--- src/bsfe_pkg.sv ---
// ----------------------------------------------------------------------------
// bsfe_pkg
// Shared constants and types of the byte-stuffed frame encoder.
// ----------------------------------------------------------------------------
package bsfe_pkg;

  // Frame store depth. An escaped payload that reaches this length is dropped.
  localparam int FRAME_BUF_LEN = 48;

  localparam int BYTE_W = 8;
  localparam int IDX_W  = $clog2(FRAME_BUF_LEN);
  localparam int CNT_W  = $clog2(FRAME_BUF_LEN + 1);

  // Configuration register indexes.
  localparam int CFG_IDX_W = 2;
  localparam logic [CFG_IDX_W-1:0] CFG_HEADER = 2'd0;
  localparam logic [CFG_IDX_W-1:0] CFG_FOOTER = 2'd1;
  localparam logic [CFG_IDX_W-1:0] CFG_ESCAPE = 2'd2;

  // Register reset values.
  localparam logic [BYTE_W-1:0] HEADER_RST = 8'd237;
  localparam logic [BYTE_W-1:0] FOOTER_RST = 8'd238;
  localparam logic [BYTE_W-1:0] ESCAPE_RST = 8'd233;

  // Control from the sequencer to the frame store.
  typedef struct packed {
    logic              wr_en;
    logic [BYTE_W-1:0] wr_byte;
    logic              clear;
    logic [IDX_W-1:0]  rd_addr;
  } store_ctl_t;

  // Status from the frame store to the sequencer.
  typedef struct packed {
    logic [CNT_W-1:0]  count;
    logic [BYTE_W-1:0] sum;
    logic              overflow;
    logic [BYTE_W-1:0] rd_data;
  } store_sts_t;

endpackage

--- src/bsfe_store.sv ---
// ----------------------------------------------------------------------------
// bsfe_store
// Frame store: escaped byte memory, fill count, running checksum adder and
// overflow flag. One byte is appended per write request; reads are registered.
// ----------------------------------------------------------------------------
module bsfe_store
  import bsfe_pkg::*;
(
  input  logic       clk,
  input  logic       rst_n,
  input  store_ctl_t ctl,
  output store_sts_t sts
);

  logic [BYTE_W-1:0] mem [FRAME_BUF_LEN];
  logic [BYTE_W-1:0] rd_data_r;

  logic [CNT_W-1:0]  count_r, count_nxt;
  logic [BYTE_W-1:0] sum_r, sum_nxt;
  logic              overflow_r, overflow_nxt;
  logic              has_room;

  assign has_room = (count_r < CNT_W'(FRAME_BUF_LEN));

  // Append logic: the count saturates at the store depth, the sum always adds.
  always_comb begin
    count_nxt    = count_r;
    sum_nxt      = sum_r;
    overflow_nxt = overflow_r;
    if (ctl.clear) begin
      count_nxt    = '0;
      sum_nxt      = '0;
      overflow_nxt = 1'b0;
    end else if (ctl.wr_en) begin
      if (has_room) begin
        count_nxt = count_r + CNT_W'(1);
      end
      sum_nxt = sum_r + ctl.wr_byte;
      if (count_nxt >= CNT_W'(FRAME_BUF_LEN)) begin
        overflow_nxt = 1'b1;
      end
    end
  end

  always_ff @(posedge clk) begin
    if (!rst_n) begin
      count_r    <= '0;
      sum_r      <= '0;
      overflow_r <= 1'b0;
    end else begin
      count_r    <= count_nxt;
      sum_r      <= sum_nxt;
      overflow_r <= overflow_nxt;
    end
  end

  // Memory write at the fill position, registered read.
  always_ff @(posedge clk) begin
    if (ctl.wr_en && !ctl.clear && has_room) begin
      mem[count_r[IDX_W-1:0]] <= ctl.wr_byte;
    end
    rd_data_r <= mem[ctl.rd_addr];
  end

  assign sts.count    = count_r;
  assign sts.sum      = sum_r;
  assign sts.overflow = overflow_r;
  assign sts.rd_data  = rd_data_r;

endmodule

--- src/byte_stuffed_frame_encoder.sv ---
// ----------------------------------------------------------------------------
// byte_stuffed_frame_encoder
// Byte-stuffing framer with an 8-bit additive checksum.
// ----------------------------------------------------------------------------
// Payload bytes enter one request at a time; a byte equal to the header,
// footer or escape value is stored behind an escape byte, and every stored
// byte goes through a single checksum adder and a single store write port,
// one byte per cycle. A plain byte is written in the data state, an escaped
// byte in the escape and then the data state, while in_tready is low. On the
// item marked tlast the block checks for overflow in a check state and then
// sends the frame (header, length, escaped payload, checksum, footer) at one
// byte per cycle while the sink is ready, or one too_long request if the
// escaped length reached FRAME_BUF_LEN. The next item is taken after the
// footer or abort request has been loaded into the output register.
module byte_stuffed_frame_encoder
  import bsfe_pkg::*;
(
  input  logic                 clk,
  input  logic                 rst_n,
  // Configuration write port.
  input  logic                 cfg_we,
  input  logic [CFG_IDX_W-1:0] cfg_index,
  input  logic [BYTE_W-1:0]    cfg_wdata,
  // Payload input.
  input  logic                 in_tvalid,
  output logic                 in_tready,
  input  logic [7:0]           in_tdata,   // [7:0] payload_byte
  input  logic                 in_tuser,   // [0] has_byte
  input  logic                 in_tlast,   // end_of_payload
  // Frame output.
  output logic                 out_tvalid,
  input  logic                 out_tready,
  output logic [7:0]           out_tdata,  // [7:0] frame_byte
  output logic                 out_tuser,  // [0] too_long
  output logic                 out_tlast   // frame_end
);

  localparam int ST_W = 4;
  localparam logic [ST_W-1:0] ST_IDLE  = 4'd0;
  localparam logic [ST_W-1:0] ST_ESC   = 4'd1;
  localparam logic [ST_W-1:0] ST_DATA  = 4'd2;
  localparam logic [ST_W-1:0] ST_CHECK = 4'd3;
  localparam logic [ST_W-1:0] ST_ABORT = 4'd4;
  localparam logic [ST_W-1:0] ST_HDR   = 4'd5;
  localparam logic [ST_W-1:0] ST_LEN   = 4'd6;
  localparam logic [ST_W-1:0] ST_PAY   = 4'd7;
  localparam logic [ST_W-1:0] ST_SUM   = 4'd8;
  localparam logic [ST_W-1:0] ST_FTR   = 4'd9;

  logic [ST_W-1:0]   state_r, state_nxt;
  logic [BYTE_W-1:0] header_r, footer_r, escape_r;
  logic [BYTE_W-1:0] byte_r;
  logic              last_r;
  logic [IDX_W-1:0]  idx_r, idx_nxt;

  logic              out_valid_r, out_end_r, out_long_r;
  logic [BYTE_W-1:0] out_byte_r;
  logic              push, push_end, push_long;
  logic [BYTE_W-1:0] push_byte;
  logic              out_free;
  logic              in_acc;
  logic              special;
  logic              pay_done;

  store_ctl_t        ctl;
  store_sts_t        sts;

  bsfe_store u_store (
    .clk   (clk),
    .rst_n (rst_n),
    .ctl   (ctl),
    .sts   (sts)
  );

  // Configuration registers.
  always_ff @(posedge clk) begin
    if (!rst_n) begin
      header_r <= HEADER_RST;
      footer_r <= FOOTER_RST;
      escape_r <= ESCAPE_RST;
    end else if (cfg_we) begin
      case (cfg_index)
        CFG_HEADER: header_r <= cfg_wdata;
        CFG_FOOTER: footer_r <= cfg_wdata;
        CFG_ESCAPE: escape_r <= cfg_wdata;
        default: ;
      endcase
    end
  end

  assign in_tready = (state_r == ST_IDLE);
  assign in_acc    = in_tvalid && in_tready;
  assign special   = (in_tdata == header_r) || (in_tdata == footer_r) ||
                     (in_tdata == escape_r);
  assign out_free  = !out_valid_r || out_tready;
  assign pay_done  = ({1'b0, idx_r} + (IDX_W+1)'(1)) == (IDX_W+1)'(sts.count);

  // Sequencer: stores bytes through the frame store, then walks the frame.
  always_comb begin
    state_nxt   = state_r;
    idx_nxt     = idx_r;
    ctl.wr_en   = 1'b0;
    ctl.wr_byte = byte_r;
    ctl.clear   = 1'b0;
    ctl.rd_addr = idx_r;
    push        = 1'b0;
    push_byte   = '0;
    push_end    = 1'b0;
    push_long   = 1'b0;
    case (state_r)
      ST_IDLE: begin
        if (in_acc) begin
          if (in_tuser && special) begin
            state_nxt = ST_ESC;
          end else if (in_tuser) begin
            state_nxt = ST_DATA;
          end else if (in_tlast) begin
            state_nxt = ST_CHECK;
          end
        end
      end
      ST_ESC: begin
        ctl.wr_en   = 1'b1;
        ctl.wr_byte = escape_r;
        state_nxt   = ST_DATA;
      end
      ST_DATA: begin
        ctl.wr_en = 1'b1;
        state_nxt = last_r ? ST_CHECK : ST_IDLE;
      end
      ST_CHECK: begin
        idx_nxt   = '0;
        state_nxt = sts.overflow ? ST_ABORT : ST_HDR;
      end
      ST_ABORT: begin
        if (out_free) begin
          push      = 1'b1;
          push_end  = 1'b1;
          push_long = 1'b1;
          ctl.clear = 1'b1;
          state_nxt = ST_IDLE;
        end
      end
      ST_HDR: begin
        if (out_free) begin
          push      = 1'b1;
          push_byte = header_r;
          state_nxt = ST_LEN;
        end
      end
      ST_LEN: begin
        if (out_free) begin
          push      = 1'b1;
          push_byte = BYTE_W'(sts.count);
          state_nxt = (sts.count == '0) ? ST_SUM : ST_PAY;
        end
      end
      ST_PAY: begin
        if (out_free) begin
          push      = 1'b1;
          push_byte = sts.rd_data;
          if (pay_done) begin
            state_nxt = ST_SUM;
          end else begin
            // Read ahead so the next entry is ready on the following cycle.
            idx_nxt     = idx_r + IDX_W'(1);
            ctl.rd_addr = idx_nxt;
          end
        end
      end
      ST_SUM: begin
        if (out_free) begin
          push      = 1'b1;
          push_byte = sts.sum;
          state_nxt = ST_FTR;
        end
      end
      ST_FTR: begin
        if (out_free) begin
          push      = 1'b1;
          push_byte = footer_r;
          push_end  = 1'b1;
          ctl.clear = 1'b1;
          state_nxt = ST_IDLE;
        end
      end
      default: begin
        state_nxt = ST_IDLE;
      end
    endcase
  end

  always_ff @(posedge clk) begin
    if (!rst_n) begin
      state_r <= ST_IDLE;
      idx_r   <= '0;
    end else begin
      state_r <= state_nxt;
      idx_r   <= idx_nxt;
    end
  end

  // Input item capture.
  always_ff @(posedge clk) begin
    if (in_acc) begin
      byte_r <= in_tdata;
      last_r <= in_tlast;
    end
  end

  // Output register.
  always_ff @(posedge clk) begin
    if (!rst_n) begin
      out_valid_r <= 1'b0;
    end else if (push) begin
      out_valid_r <= 1'b1;
    end else if (out_tready) begin
      out_valid_r <= 1'b0;
    end
  end

  always_ff @(posedge clk) begin
    if (push) begin
      out_byte_r <= push_byte;
      out_end_r  <= push_end;
      out_long_r <= push_long;
    end
  end

  assign out_tvalid = out_valid_r;
  assign out_tdata  = out_byte_r;
  assign out_tlast  = out_end_r;
  assign out_tuser  = out_long_r;

endmodule

--- config.mk ---
export PLATFORM = sky130hd
export DESIGN_NAME = byte_stuffed_frame_encoder
export DESIGN_NICKNAME = d
export VERILOG_FILES = /design/src/bsfe_pkg.sv /design/src/bsfe_store.sv /design/src/byte_stuffed_frame_encoder.sv
export SDC_FILE = /design/constraint.sdc
export NUM_CORES = 1
export LEC_CHECK = 0
export ABC_AREA = 1
export BUFFER_PORTS_ARGS = -buffer_cell sky130_fd_sc_hd__buf_2
export CORE_MARGIN = 5
export CORE_UTILIZATION = 45
export CTS_CLUSTER_SIZE = 25
export DETAILED_ROUTE_END_ITERATION = 16
export PLACE_DENSITY = 0.64
export SETUP_SLACK_MARGIN = 0.4
export SLEW_MARGIN = 20
export SYNTH_ARGS = -nofsm -noshare
export SYNTH_HDL_FRONTEND = slang
export SYNTH_HIERARCHICAL = 1
export SYNTH_SLANG_ARGS = --single-unit
--- constraint.sdc ---
create_clock -name clk -period 6.5 [get_ports clk]
set_clock_uncertainty 0.05 [all_clocks]
set_input_delay 0 -clock clk [delete_from_list [all_inputs] [get_ports clk]]
set_output_delay 0 -clock clk [all_outputs]
set_load 0.005 [all_outputs]
==> results.md, run 1 <==
- Status: completed
- Lkg Pwr: 8.08 nW
- Worst slew pin tran: approximately 1.1 ns
- Reg power frac: ~48%
- Synth Instances: 1905
- EDFF count, synth: 403
- Layout area overhead: 12.6%
- Fmax: 238 MHz
- Total GRT Usage: between 20 and 25%
- Switching power: 2.46 mW
- Mux share of post-synthesis cell area: 0%
- Slowest-stage cell, CP: nor2_1
- Layout cells sized above 1: 8.06%
- Core area: 0.0439 mm²
- Commonest cells post-synth: 528 x nand2_1, 403 x edfxtp_1, 274 x nand3_1
- Peak supply drop: about 0.33 mV
- Type of the worst min-delay path: in -> reg
- Yosys reg bits: 461
- Area contributors post-synth: edfxtp_1 61%, nand2_1 10%, nand3_1 6.9%
- CTS clock-pin slew for the worst setup and hold paths: roughly 0.060 ns
- Synthesized area per cell: roughly 10 µm²
- Final ANT Viol Nets: 0
- DRT Wirelength: 49.3 mm
- DRT iter0 DRCs: roughly 1.2k
- Layout fillers: 3951
- Synth cell types: 41
- Tot Pwr: between 8 and 9 mW
- Port Buffers: 36
- Area of the multi-input gates: just under 0.006 mm²
- # rows: between 70 and 80
- Worst hold margin: approximately 0.11 ns
- Clock share of power: 32.2%
- Startpoint type of the worst setup path: flop
- Share of flip-flops with an asynchronous set or reset: 0%
- Routed wire per std cell: between 15 and 20 µm
- Synth Warn #: 6
- # resized after CTS: 0
- Worst Setup Slack, final: roughly 2.3 ns
- Vias in the first global route: roughly 14k
- Sw frac: between 30% and 40%
- Data arrival, critical path: 4.36 ns
- Fin util: 51.0%
- Largest family of logic cells by synthesized area: simple AND/OR/NAND/NOR gates
- Critical path endpoint category: flop
- Die Area: about 0.048 mm²
- Starting density of the core: between 40% and 50%
- Post-route DRC: 0
- DIE HEIGHT: 220 µm
- Max-slew headroom: 26.8%
- Syn Nets: around 1.9k
- Die Span X: 220 µm
- Initial antenna violation count: 1
- Largest net degree at the start of global routing: about 190
- H-tree Lvls: 2
- Post-synthesis simple-gate area fraction: around 22%
- Top cell type's share of synthesized area: 60.9%
- Worst-path fanout max: 15
- Final worst-path cycle share: 64.7%
- TritonCTS clock tree: built
- Fin. Hold Viols: 0
- CP Data Required Time: 6.65 ns
- Yosys top cell by area: edfxtp_1
- Vias per Instance: approximately 5.4
- Register area: about 0.013 mm²
- Clock sink count: roughly 460
- Most frequently used flop master after synthesis: edfxtp_1
- Crit path kind: reg -> reg
- Most common cell in the netlist: nand2_1
- Comb power frac: slightly above 20%
- Tmin final: 4.21 ns
- Skew-Pair Late Insertion Delay: slightly below 0.6 ns
- XOR/XNOR Fraction of Synth Area: 0.881%
- Total gr overflow: 0
- Total internal power: approximately 5.7 mW
- CP peak stage delay: ~0.80 ns
- DR vias: roughly 14k
- Final setup fails: 0
- I/O pin count: 37
- Root buf cell: clkbuf_16
- Max cap viols: 0
- Gpl congestion: 0.861
- CTS Buf Count: 47
- Crit-path cells: nand2_2, nor3_1, inv_1, nand2_1, nand2_1, nor2_1, nand4_1, nor2_1
- Power per cell area: around 370 mW/mm²
- Fin Setup TNS: 0 ns
- RSZ-0062 raised after global routing: false
- Final Max Slew Viols: 0
- Post-CTS Setup Inserts: 0
- Top Family by Delay on Critical Path: simple AND/OR/NAND/NOR gates
- Post-Place Worst Slack: 2.13 ns
- Max Root-Sink Buffers: 3
- Buf/Inv on CP: 1
- Nets@finish: 1981
- Hpwl dp: slightly below 30 mm
- Area of the mapped netlist: between 0.015 and 0.02 mm²
- Synthesized-area fraction occupied by adder cells: less than 1%
- Sequential element share of the synthesized area: between 60% and 70%
- Synth Area in Compound Gates: under 10%
- Global-route wire length before repair: ~77 mm
- Drt first pass iters: 5
-- per-layer routing --
metal,track usage (%),part of all wire [%]
met1,28.0,43
met2,33.1,47
met4,7.20,3.0
met3,3.76,6.7
met5,0,0
-- metrics by stage --
step           instance area [µm²]  std cells
2_1_floorplan                19900       1905
3_3_place_gp                 20600       2458
3_5_place_dp                 20600       2458
4_1_cts                      22400       2576
5_1_grt                      22400       2577
6_report                     22400       2577
-- final cells by class --
class / count / area share (%)
Antenna cell: 1 / 0.0112
Tap cell: 592 / 3.31
Multi-Input combinational cell: 1258 / 26.3
Clock inverter: 21 / 0.933
Sequential cell: 461 / 59.2
Inverter: 93 / 1.58
Timing Repair Buffer: 85 / 2.85
Clock buffer: 66 / 5.76
-- power groups by stage --
stage | combinational, mW | sequential (mW) | clock [mW]
floorplan | 0.991 | 3.95 | 0
detailed placement | 1.64 | 3.96 | 0
global route | 1.86 | 3.91 | 2.83
finish | 1.66 | 3.90 | 2.64
CTS | 1.65 | 3.90 | 2.69
global placement | 1.61 | 3.96 | 0
-- path summary, 6_finish.rpt --
path / startpoint / end / slack [ns] / depth (start not counted)
max: state_r[0]$_SDFFE_PN0P_ / u_store/mem[41][4]$_DFFE_PP_ / 2.29 / 8
max reg2reg: state_r[0]$_SDFFE_PN0P_ / u_store/mem[41][4]$_DFFE_PP_ / 2.29 / 8
min reg2reg: idx_r[4]$_SDFFE_PN0P_ / idx_r[4]$_SDFFE_PN0P_ / 0.45 / 2
min: in_tlast / last_r$_DFFE_PP_ / 0.11 / 2
-- timing repair --
item,CTS,global route
hold buffers,31,0
endpoints found under the setup margin,0,0
hold endpoints to repair,48,0
-- cell usage in the layout, fill, tap and decap left out, types with 11 or more instances in the layout --
master and instances:
nor3_1 11, o21ai_0 84, buf_2 36, dfxtp_1 58
buf_4 17, nor2_1 199, dlygate4sd3_1 31, clkbuf_1 16
o211ai_1 40, edfxtp_1 403, a21oi_1 27, nand2_1 525
clkbuf_16 48, nand3_1 274, xnor2_1 18, inv_1 81
-- kinds of logic after synthesis --
logic type / Yosys count
and+or+nand+nor: 1041
adders and majority gates: 10
DFF: 461
AOI/OAI and AO/OA: 187
xor gates and xnor gates: 20
buffers and inverters: 186
-- worst register-to-register path: cells and delay by family, from the launching register on --
family | cells | cell delay, ns
buf+inv | 1 | 0.46
flops | 1 | 0.43
simple gates | 7 | 2.89
-- sequential cells by signal (all words and copies together), names as in the netlist, named ones only --
register and cells:
state_r 4, out_tdata 8, u_store/overflow_r 1, out_tvalid 1, out_tlast 1, footer_r 8
u_store/sum_r 8, idx_r 6, out_tuser 1, header_r 8, byte_r 8, u_store/count_r 4
escape_r 8, last_r 1, u_store/rd_data_r 8, u_store/mem 384
(Power assumes the default switching activity.)
==> run 2, diff against run 1 <==
- PLACE_DENSITY: 0.64 -> 0.67
- clock period: 6.5 -> 3.75 ns (I/O delays scaled with it)
==> run 2 against run 1 <==
Compared with the run above: global-route usage up 0.39 points; combinational power increased by 84%; non-clock buffer count is 83 higher; critical path depth grew 12; fmax rose by 32%; routed wire length grew 6.9%; sequential share of layout area down 2.3 points; sequential power grew 74%; via count is 5.2% higher; clock power rose by 79%; largest power group unchanged.
==> results.md, run 2 (same netlist as run 1, synthesis figures left out) <==
- Startpoint type of the worst setup path: flop (unchanged)
- Fin. Hold Viols: 0 (unchanged)
- Die Area: 0.0485 mm² (unchanged)
- Critical path endpoint category: flop (unchanged)
- Power per cell area: 625 mW/mm² (was 366 mW/mm²)
- Nets@finish: 2065 (was 1981)
- Worst-path fanout max: 32 (was 15)
- Buf/Inv on CP: 4 (was 1)
- Root buf cell: clkbuf_16 (unchanged)
- Cells after DPL: 2527 (was 2458)
- Worst setup path start: idx_r[0]$_SDFFE_PN0P_ (was state_r[0]$_SDFFE_PN0P_)
- CP Data Required Time: 4.17 ns (was 6.65 ns)
- Ant diodes: 0 (was 1)
- H-tree Lvls: 2 (unchanged)
- Fmax: 313 MHz (was 238 MHz)
- Post-Layout Inst Area: 0.0233 mm² (was 0.0224 mm²)
- CP peak stage delay: 0.36 ns (was 0.80 ns)
- Crit-path cells: ha_1, inv_1, nand2_1, nand2_1, nor2_1, nand2_1, nor2_2, nand3_4, nand3_1, nand3_1, o21ai_4, clkinv_4, buf_12, buf_16, o21ai_0, o211ai_1, nand3_1, nand2_1, nand2_1, nand2_1 (was nand2_2, nor3_1, inv_1, nand2_1, nand2_1, nor2_1, nand4_1, nor2_1)
- Lkg Pwr: 8.62 nW (was 8.08 nW)
- Tmin final: 3.19 ns (was 4.21 ns)
- Peak supply drop: 0.632 mV (was 0.333 mV)
- Starting density of the core: 45.3% (unchanged)
- Register area: 0.0133 mm² (about the same)
- Routed wire per std cell: 19.8 µm (was 19.1 µm)
- Initial antenna violation count: 0 (was 1)
- DRT iter0 DRCs: 1379 (was 1226)
- Die Span X: 220 µm (unchanged)
- Worst Setup EP: u_store/rd_data_r[5]$_DFF_P_ (was u_store/mem[41][4]$_DFFE_PP_)
- R2R depth: 20 (was 8)
- CTS clock-pin slew for the worst setup and hold paths: 0.06 ns (about the same)
- DR vias: 14.6k (was 13.9k)
- Final ANT Viol Nets: 0 (unchanged)
- I/O pin count: 37 (unchanged)
- RSZ-0062 raised after global routing: false (unchanged)
- Layout area overhead: 17.2% (was 12.6%)
- Vias in the first global route: 14.0k (was 13.7k)
- Post-route DRC: 0 (unchanged)
- Skew-Pair Late Insertion Delay: 0.58 ns (about the same)
- Gpl congestion: 0.877 (was 0.861)
- Port Buffers: 36 (unchanged)
- Fin Setup TNS: 0 ns (unchanged)
- Data arrival, critical path: 3.61 ns (was 4.36 ns)
- CTS Buf Count: 48 (was 47)
- Most frequent CP cell: nand2_1
- Worst hold margin: 0.135 ns (was 0.110 ns)
- Max reg flops: 384 (unchanged)
- DRT Wirelength: 52.7 mm (was 49.3 mm)
- Drt first pass iters: 7 (was 5)
- Vias per Instance: 5.50 (was 5.40)
- Worst Setup Slack, final: 0.559 ns (was 2.29 ns)
- Area of the multi-input gates: 0.00589 mm² (was 0.00590 mm²)
- Total gr overflow: 0 (unchanged)
- Final worst-path cycle share: 85.1% (was 64.7%)
- Most frequent cells in the layout: 525 x nand2_1, 403 x edfxtp_1, 273 x nand3_1 (was 525 x nand2_1, 403 x edfxtp_1, 274 x nand3_1)
- Worst slew pin tran: 0.942 ns (was 1.10 ns)
- Crit Reg-Reg Endpoint: u_store/rd_data_r[5]$_DFF_P_ (was u_store/mem[41][4]$_DFFE_PP_)
- DIE HEIGHT: 220 µm (unchanged)
- Final setup fails: 0 (unchanged)
- Top Family by Delay on Critical Path: simple AND/OR/NAND/NOR gates (unchanged)
- Global-route wire length before repair: 78.3 mm (was 77.2 mm)
- Max Root-Sink Buffers: 3 (unchanged)
- # rows: 77 (unchanged)
- Layout cells sized above 1: 12.0% (was 8.06%)
- Post-DP Area: 0.0211 mm² (was 0.0206 mm²)
- FF-to-FF setup slack: 0.56 ns (was 2.29 ns)
- Largest net degree at the start of global routing: 89 (was 193)
- Post-Place Worst Slack: 0.372 ns (was 2.13 ns)
- TritonCTS clock tree: built (unchanged)
- Max cap viols: 0 (unchanged)
- R2R Path Start: idx_r[0]$_SDFFE_PN0P_ (was state_r[0]$_SDFFE_PN0P_)
- Max-slew headroom: 36.9% (was 26.8%)
- Final Max Slew Viols: 0 (unchanged)
- Non-filler instance count after layout: 2660 (was 2577)
- Layout fillers: 3811 (was 3951)
- Total GRT Usage: 20.9% (was 20.5%)
- Status: completed (unchanged)
- Slowest-stage cell, CP: dfxtp_2 (was nor2_1)
- Crit path kind: reg -> reg (unchanged)
- WP depth: 20 (was 8)
- Clock sink count: 461 (unchanged)
- Type of the worst min-delay path: in -> reg (unchanged)
- Hpwl dp: 30.9 mm (was 28.9 mm)
- Commonest non-fill, non-tap cell in the layout: nand2_1 (unchanged)
- Core area: 0.0439 mm² (unchanged)
[run 2: changes by cell type in the layout (fill, tap and decap cells not counted), sizes merged]
cell         before  now
diode             1    0
dlygate4sd3      31   35
buf              54  127
clkinvlp          0    3
bufinv            4    5
clkinv           17   18
clkbuf           66   68
[run 2: how the worst min path moves through the flow]
stage                     slack (ns)                   to        start  depth (start not counted)
after CTS                       0.11     last_r$_DFFE_PP_     in_tlast                          2
after global placement          0.18     last_r$_DFFE_PP_     in_tlast                          1
final                           0.13     last_r$_DFFE_PP_     in_tlast                          2
after global routing            0.12     last_r$_DFFE_PP_     in_tlast                          2
after floorplan                 0.05  byte_r[0]$_DFFE_PP_  in_tdata[0]                          0
after detailed placement        0.16     last_r$_DFFE_PP_     in_tlast                          1
[run 2: per-stage QoR]
stage	power, mW	utilization [%]
floorplan	8.54	-
global placement	9.73	48.1
detailed placement	9.81	48.1
CTS	14.5	52.5
global route	15.2	53.1
finish	14.6	53.1
[run 2: final cells by class]
type                       count  area share (%)
tap                          592            3.18
clock inverter                26            1.11
sequential                   461            56.9
inverter                      93            1.52
timing repair buffer         168            6.39
multi-input combinational   1258            25.3
clock buffer                  62            5.60
[run 2: power by group]
part	internal [mW]	switching, mW	leakage [nW]
registers	6.56	0.224	4.11
clock network	2.79	1.94	0.757
logic	0.816	2.23	3.75
[run 2: what timing repair did]
action / in CTS / in global routing
gates resized for setup: 1 / 26
pin swaps: 0 / 3
cloned: 0 / 6
endpoints found under the hold margin: 48 / 0
endpoints found under the setup margin: 2 / 8
hold buffers: 35 / 0
setup buffers: 0 / 4
[run 2: metal layers]
metal | vias up | GRT usage, % | part of all wire (%)
met5 | - | 0 | 0
met2 | 565 | 35.1 | 50
met4 | 0 | 5.85 | 2.4
li1 | 6826 | - | -
met3 | 98 | 4.04 | 7.2
met1 | 7147 | 27.9 | 41
==> run 3, diff against run 2 <==
- ABC_AREA: 1 -> not set
==> run 3 against run 2 <==
Compared with the run above: synthesized area shrank 2.3%; utilization is 0.86 points higher; critical path depth decreased by 6; global-route usage decreased by 1.2 points; worst hold slack about the same; register-to-register slack got worse by 0.32 ns; worst setup slack got worse by 0.32 ns; non-clock buffer count is 1 higher; routed wire length fell by 11%; first-iteration DRC count shrank 16%; synthesized cell count is 34% lower; largest power group unchanged; highest routed layer unchanged.
==> results.md, run 3 <==
- Status: completed (unchanged)
- Most frequent cells in the layout: 403 x edfxtp_1, 141 x mux2i_1, 91 x nand2_1 (was 525 x nand2_1, 403 x edfxtp_1, 273 x nand3_1)
- DRT iter0 DRCs: 1160 (was 1379)
- Worst setup path start: idx_r[0]$_SDFFE_PN0P_ (unchanged)
- Vias per Instance: 5.72 (was 5.50)
- Layout area overhead: 19.0% (was 17.2%)
- Power per cell area: 599 mW/mm² (was 625 mW/mm²)
- Worst slew pin tran: 0.974 ns (was 0.942 ns)
- Die Span X: 218 µm (was 220 µm)
- Syn Nets: 1297 (was 1940)
- Critical path endpoint category: flop (unchanged)
- TritonCTS clock tree: built (unchanged)
- Startpoint type of the worst setup path: flop (unchanged)
- Peak supply drop: 0.434 mV (was 0.632 mV)
- Final Max Slew Viols: 0 (unchanged)
- Fmax: 285 MHz (was 313 MHz)
- I/O pin count: 37 (unchanged)
- Total gr overflow: 0 (unchanged)
- Layout cells sized above 1: 22.4% (was 12.0%)
- Skew-Pair Late Insertion Delay: 0.57 ns (was 0.58 ns)
- Global-route wire length before repair: 70.8 mm (was 78.3 mm)
- Initial antenna violation count: 0 (unchanged)
- Sequential element share of the synthesized area: 68.3% (was 66.7%)
- Crit Reg-Reg Endpoint: u_store/rd_data_r[4]$_DFF_P_ (was u_store/rd_data_r[5]$_DFF_P_)
- Starting density of the core: 45.3% (about the same)
- Cells after DPL: 1892 (was 2527)
- Core area: 0.0429 mm² (was 0.0439 mm²)
- Vias in the first global route: 11.6k (was 14.0k)
- Worst-path fanout max: 7 (was 32)
- Post-Layout Inst Area: 0.0231 mm² (was 0.0233 mm²)
- Lkg Pwr: 7.43 nW (was 8.62 nW)
- Max-slew headroom: 34.8% (was 36.9%)
- CP Data Required Time: 4.14 ns (was 4.17 ns)
- Commonest non-fill, non-tap cell in the layout: edfxtp_1 (was nand2_1)
- # rows: 76 (was 77)
- Data arrival, critical path: 3.90 ns (was 3.61 ns)
- Synth cell types: 68 (was 41)
- Layout fillers: 3391 (was 3811)
- Max cap viols: 0 (unchanged)
- H-tree Lvls: 2 (unchanged)
- Synth Instances: 1262 (was 1905)
- Drt first pass iters: 5 (was 7)
- CP peak stage delay: 0.52 ns (was 0.36 ns)
- Most frequently used flop master after synthesis: edfxtp_1 (unchanged)
- Final ANT Viol Nets: 0 (unchanged)
- Synthesized area per cell: 15.4 µm² (was 10.4 µm²)
- Total GRT Usage: 19.6% (was 20.9%)
- RSZ-0062 raised after global routing: true (was false)
- Non-filler instance count after layout: 2035 (was 2660)
- Tot Pwr: 13.8 mW (was 14.6 mW)
- Synth Warn #: 6 (unchanged)
- CTS Buf Count: 47 (was 48)
- Type of the worst min-delay path: in -> reg (unchanged)
- Root buf cell: clkbuf_16 (unchanged)
- DR vias: 11.6k (was 14.6k)
- Largest net degree at the start of global routing: 49 (was 89)
- Worst Hold Launch: in_tlast (unchanged)
- Share of flip-flops with an asynchronous set or reset: 0% (unchanged)
- Final setup fails: 0 (unchanged)
- Worst Setup EP: u_store/rd_data_r[4]$_DFF_P_ (was u_store/rd_data_r[5]$_DFF_P_)
- Yosys top cell by area: edfxtp_1 (unchanged)
- Post-Place Worst Slack: -0.108 ns (was 0.372 ns)
- FF-to-FF setup slack: 0.24 ns (was 0.56 ns)
- Nets@finish: 1447 (was 2065)
- Gpl congestion: 0.869 (was 0.877)
- Tmin final: 3.51 ns (was 3.19 ns)
- Crit-path cells: ha_4, nor2_2, mux2_4, a211o_1, buf_6, a31o_4, xnor2_4, buf_12, buf_12, buf_16, mux4_2, mux4_2, nand2_1, o41ai_2 (was ha_1, inv_1, nand2_1, nand2_1, nor2_1, nand2_1, nor2_2, nand3_4, nand3_1, nand3_1, o21ai_4, clkinv_4, buf_12, buf_16, o21ai_0, o211ai_1, nand3_1, nand2_1, nand2_1, nand2_1)
- DIE HEIGHT: 218 µm (was 220 µm)
- Worst Setup Slack, final: 0.240 ns (was 0.559 ns)
- Post-route DRC: 0 (unchanged)
- R2R Path Start: idx_r[0]$_SDFFE_PN0P_ (unchanged)
- Routed wire per std cell: 23.2 µm (was 19.8 µm)
- DRT Wirelength: 47.2 mm (was 52.7 mm)
- Hpwl dp: 29.5 mm (was 30.9 mm)
- Area contributors post-synth: edfxtp_1 62%, mux2i_1 7.3%, dfxtp_1 6.0% (was edfxtp_1 61%, nand2_1 10%, nand3_1 6.9%)
- Max Root-Sink Buffers: 3 (unchanged)
- Top cell type's share of synthesized area: 62.3% (was 60.9%)
- CTS clock-pin slew for the worst setup and hold paths: 0.06 ns (about the same)
- R2R depth: 14 (was 20)
- Yosys reg bits: 461 (unchanged)
- Clock sink count: 461 (unchanged)
- Most common cell in the netlist: edfxtp_1 (was nand2_1)
- Crit path kind: reg -> reg (unchanged)
- Area of the mapped netlist: 0.0194 mm² (was 0.0199 mm²)
- Fin. Hold Viols: 0 (unchanged)
- Post-DP Area: 0.0207 mm² (was 0.0211 mm²)
- Fin util: 53.9% (was 53.1%)
- Port Buffers: 36 (unchanged)
- Slowest-stage cell, CP: mux4_2 (was dfxtp_2)
- Commonest cells post-synth: 403 x edfxtp_1, 141 x mux2i_1, 98 x nand2_1 (was 528 x nand2_1, 403 x edfxtp_1, 274 x nand3_1)
- Die Area: 0.0474 mm² (was 0.0485 mm²)
- Final worst-path cycle share: 93.6% (was 85.1%)
- EDFF count, synth: 403 (unchanged)
- Max reg flops: 384 (unchanged)
## run 3: changes by cell type in the layout (fill, tap and decap cells not counted), sizes merged, moves of 19 or more
cell,delta
nor2,-119
nand3,-246
o211ai,-37
mux4,+40
mux2i,+141
a22oi,+33
nand2,-435
inv,-76
a221oi,+19
o21ai,-92
## run 3: kinds of logic (layout without fill, tap and decap cells)
group | Yosys count | count (layout) | synth area share [%]
xor gates and xnor gates | 38 | 38 | 1.71
adders and majority gates | 10 | 10 | 0.683
muxes | 195 | 195 | 12.7
and+or+nand+nor | 289 | 289 | 6.85
AOI/OAI and AO/OA | 184 | 184 | 7.41
buffers and inverters | 85 | 271 | 2.34
other | 0 | 2 | 0
DFF | 461 | 461 | 68.3
## run 3: worst max-delay path: cells and delay by family (launching register included)
kind	cells	cell delay [ns]
XOR/XNOR	1	0.21
buffers and inverters	4	0.55
flip-flops	1	0.37
multiplexers	3	1.24
adder cells (fa/ha/maj)	1	0.17
AO/OA/AOI/OAI	3	0.60
AND/OR/NAND/NOR	2	0.16
## run 3: worst min-delay path by stage
stage,endpoint,cells after the start
after floorplan,byte_r[0]$_DFFE_PP_,0
final,last_r$_DFFE_PP_,2
after global routing,last_r$_DFFE_PP_,2
after CTS,last_r$_DFFE_PP_,2
after detailed placement,last_r$_DFFE_PP_,1
after global placement,last_r$_DFFE_PP_,1
## run 3: metal layers
metal / vias up / track usage [%] / wire length, µm
met5: - / 0 / 0
met4: 0 / 6.24 / 1140
met3: 72 / 3.35 / 3040
met2: 406 / 31.7 / 23000
met1: 5937 / 27.4 / 20000
li1: 5218 / - / -
## run 3: power by group
part	total, mW	leakage [nW]	switching, mW	internal, mW
registers	6.50	4.10	0.158	6.34
clock network	4.70	0.776	1.88	2.82
logic	2.65	2.55	1.72	0.931
## run 3: area by class of cell
type	count	area (µm²)	area share, %
diodes	2	5.00	0.0216
clock inverters	19	200	0.866
clock buffers	66	1370	5.93
repair buffers	169	1540	6.67
flip-flops and latches	461	13300	57.4
inverters	17	63.8	0.276
multi-input cells	716	5940	25.7
well taps	585	732	3.17
## run 3: per-stage QoR
stage,hold slack (ns),TNS [ns]
after floorplan,0.0489,0
after global placement,0.154,-0.0909
after detailed placement,0.163,-0.427
after CTS,0.112,0
after global routing,0.135,0
final,0.135,0
## run 3: what timing repair did
item | in CTS | in global routing
setup endpoints to repair | 8 | 40
buffers inserted | 10 | 4
gates resized for setup | 32 | 22
gates cloned | 5 | 0
endpoints found under the hold margin | 49 | 0
hold buffers | 37 | 0
pin swaps | 9 | 6
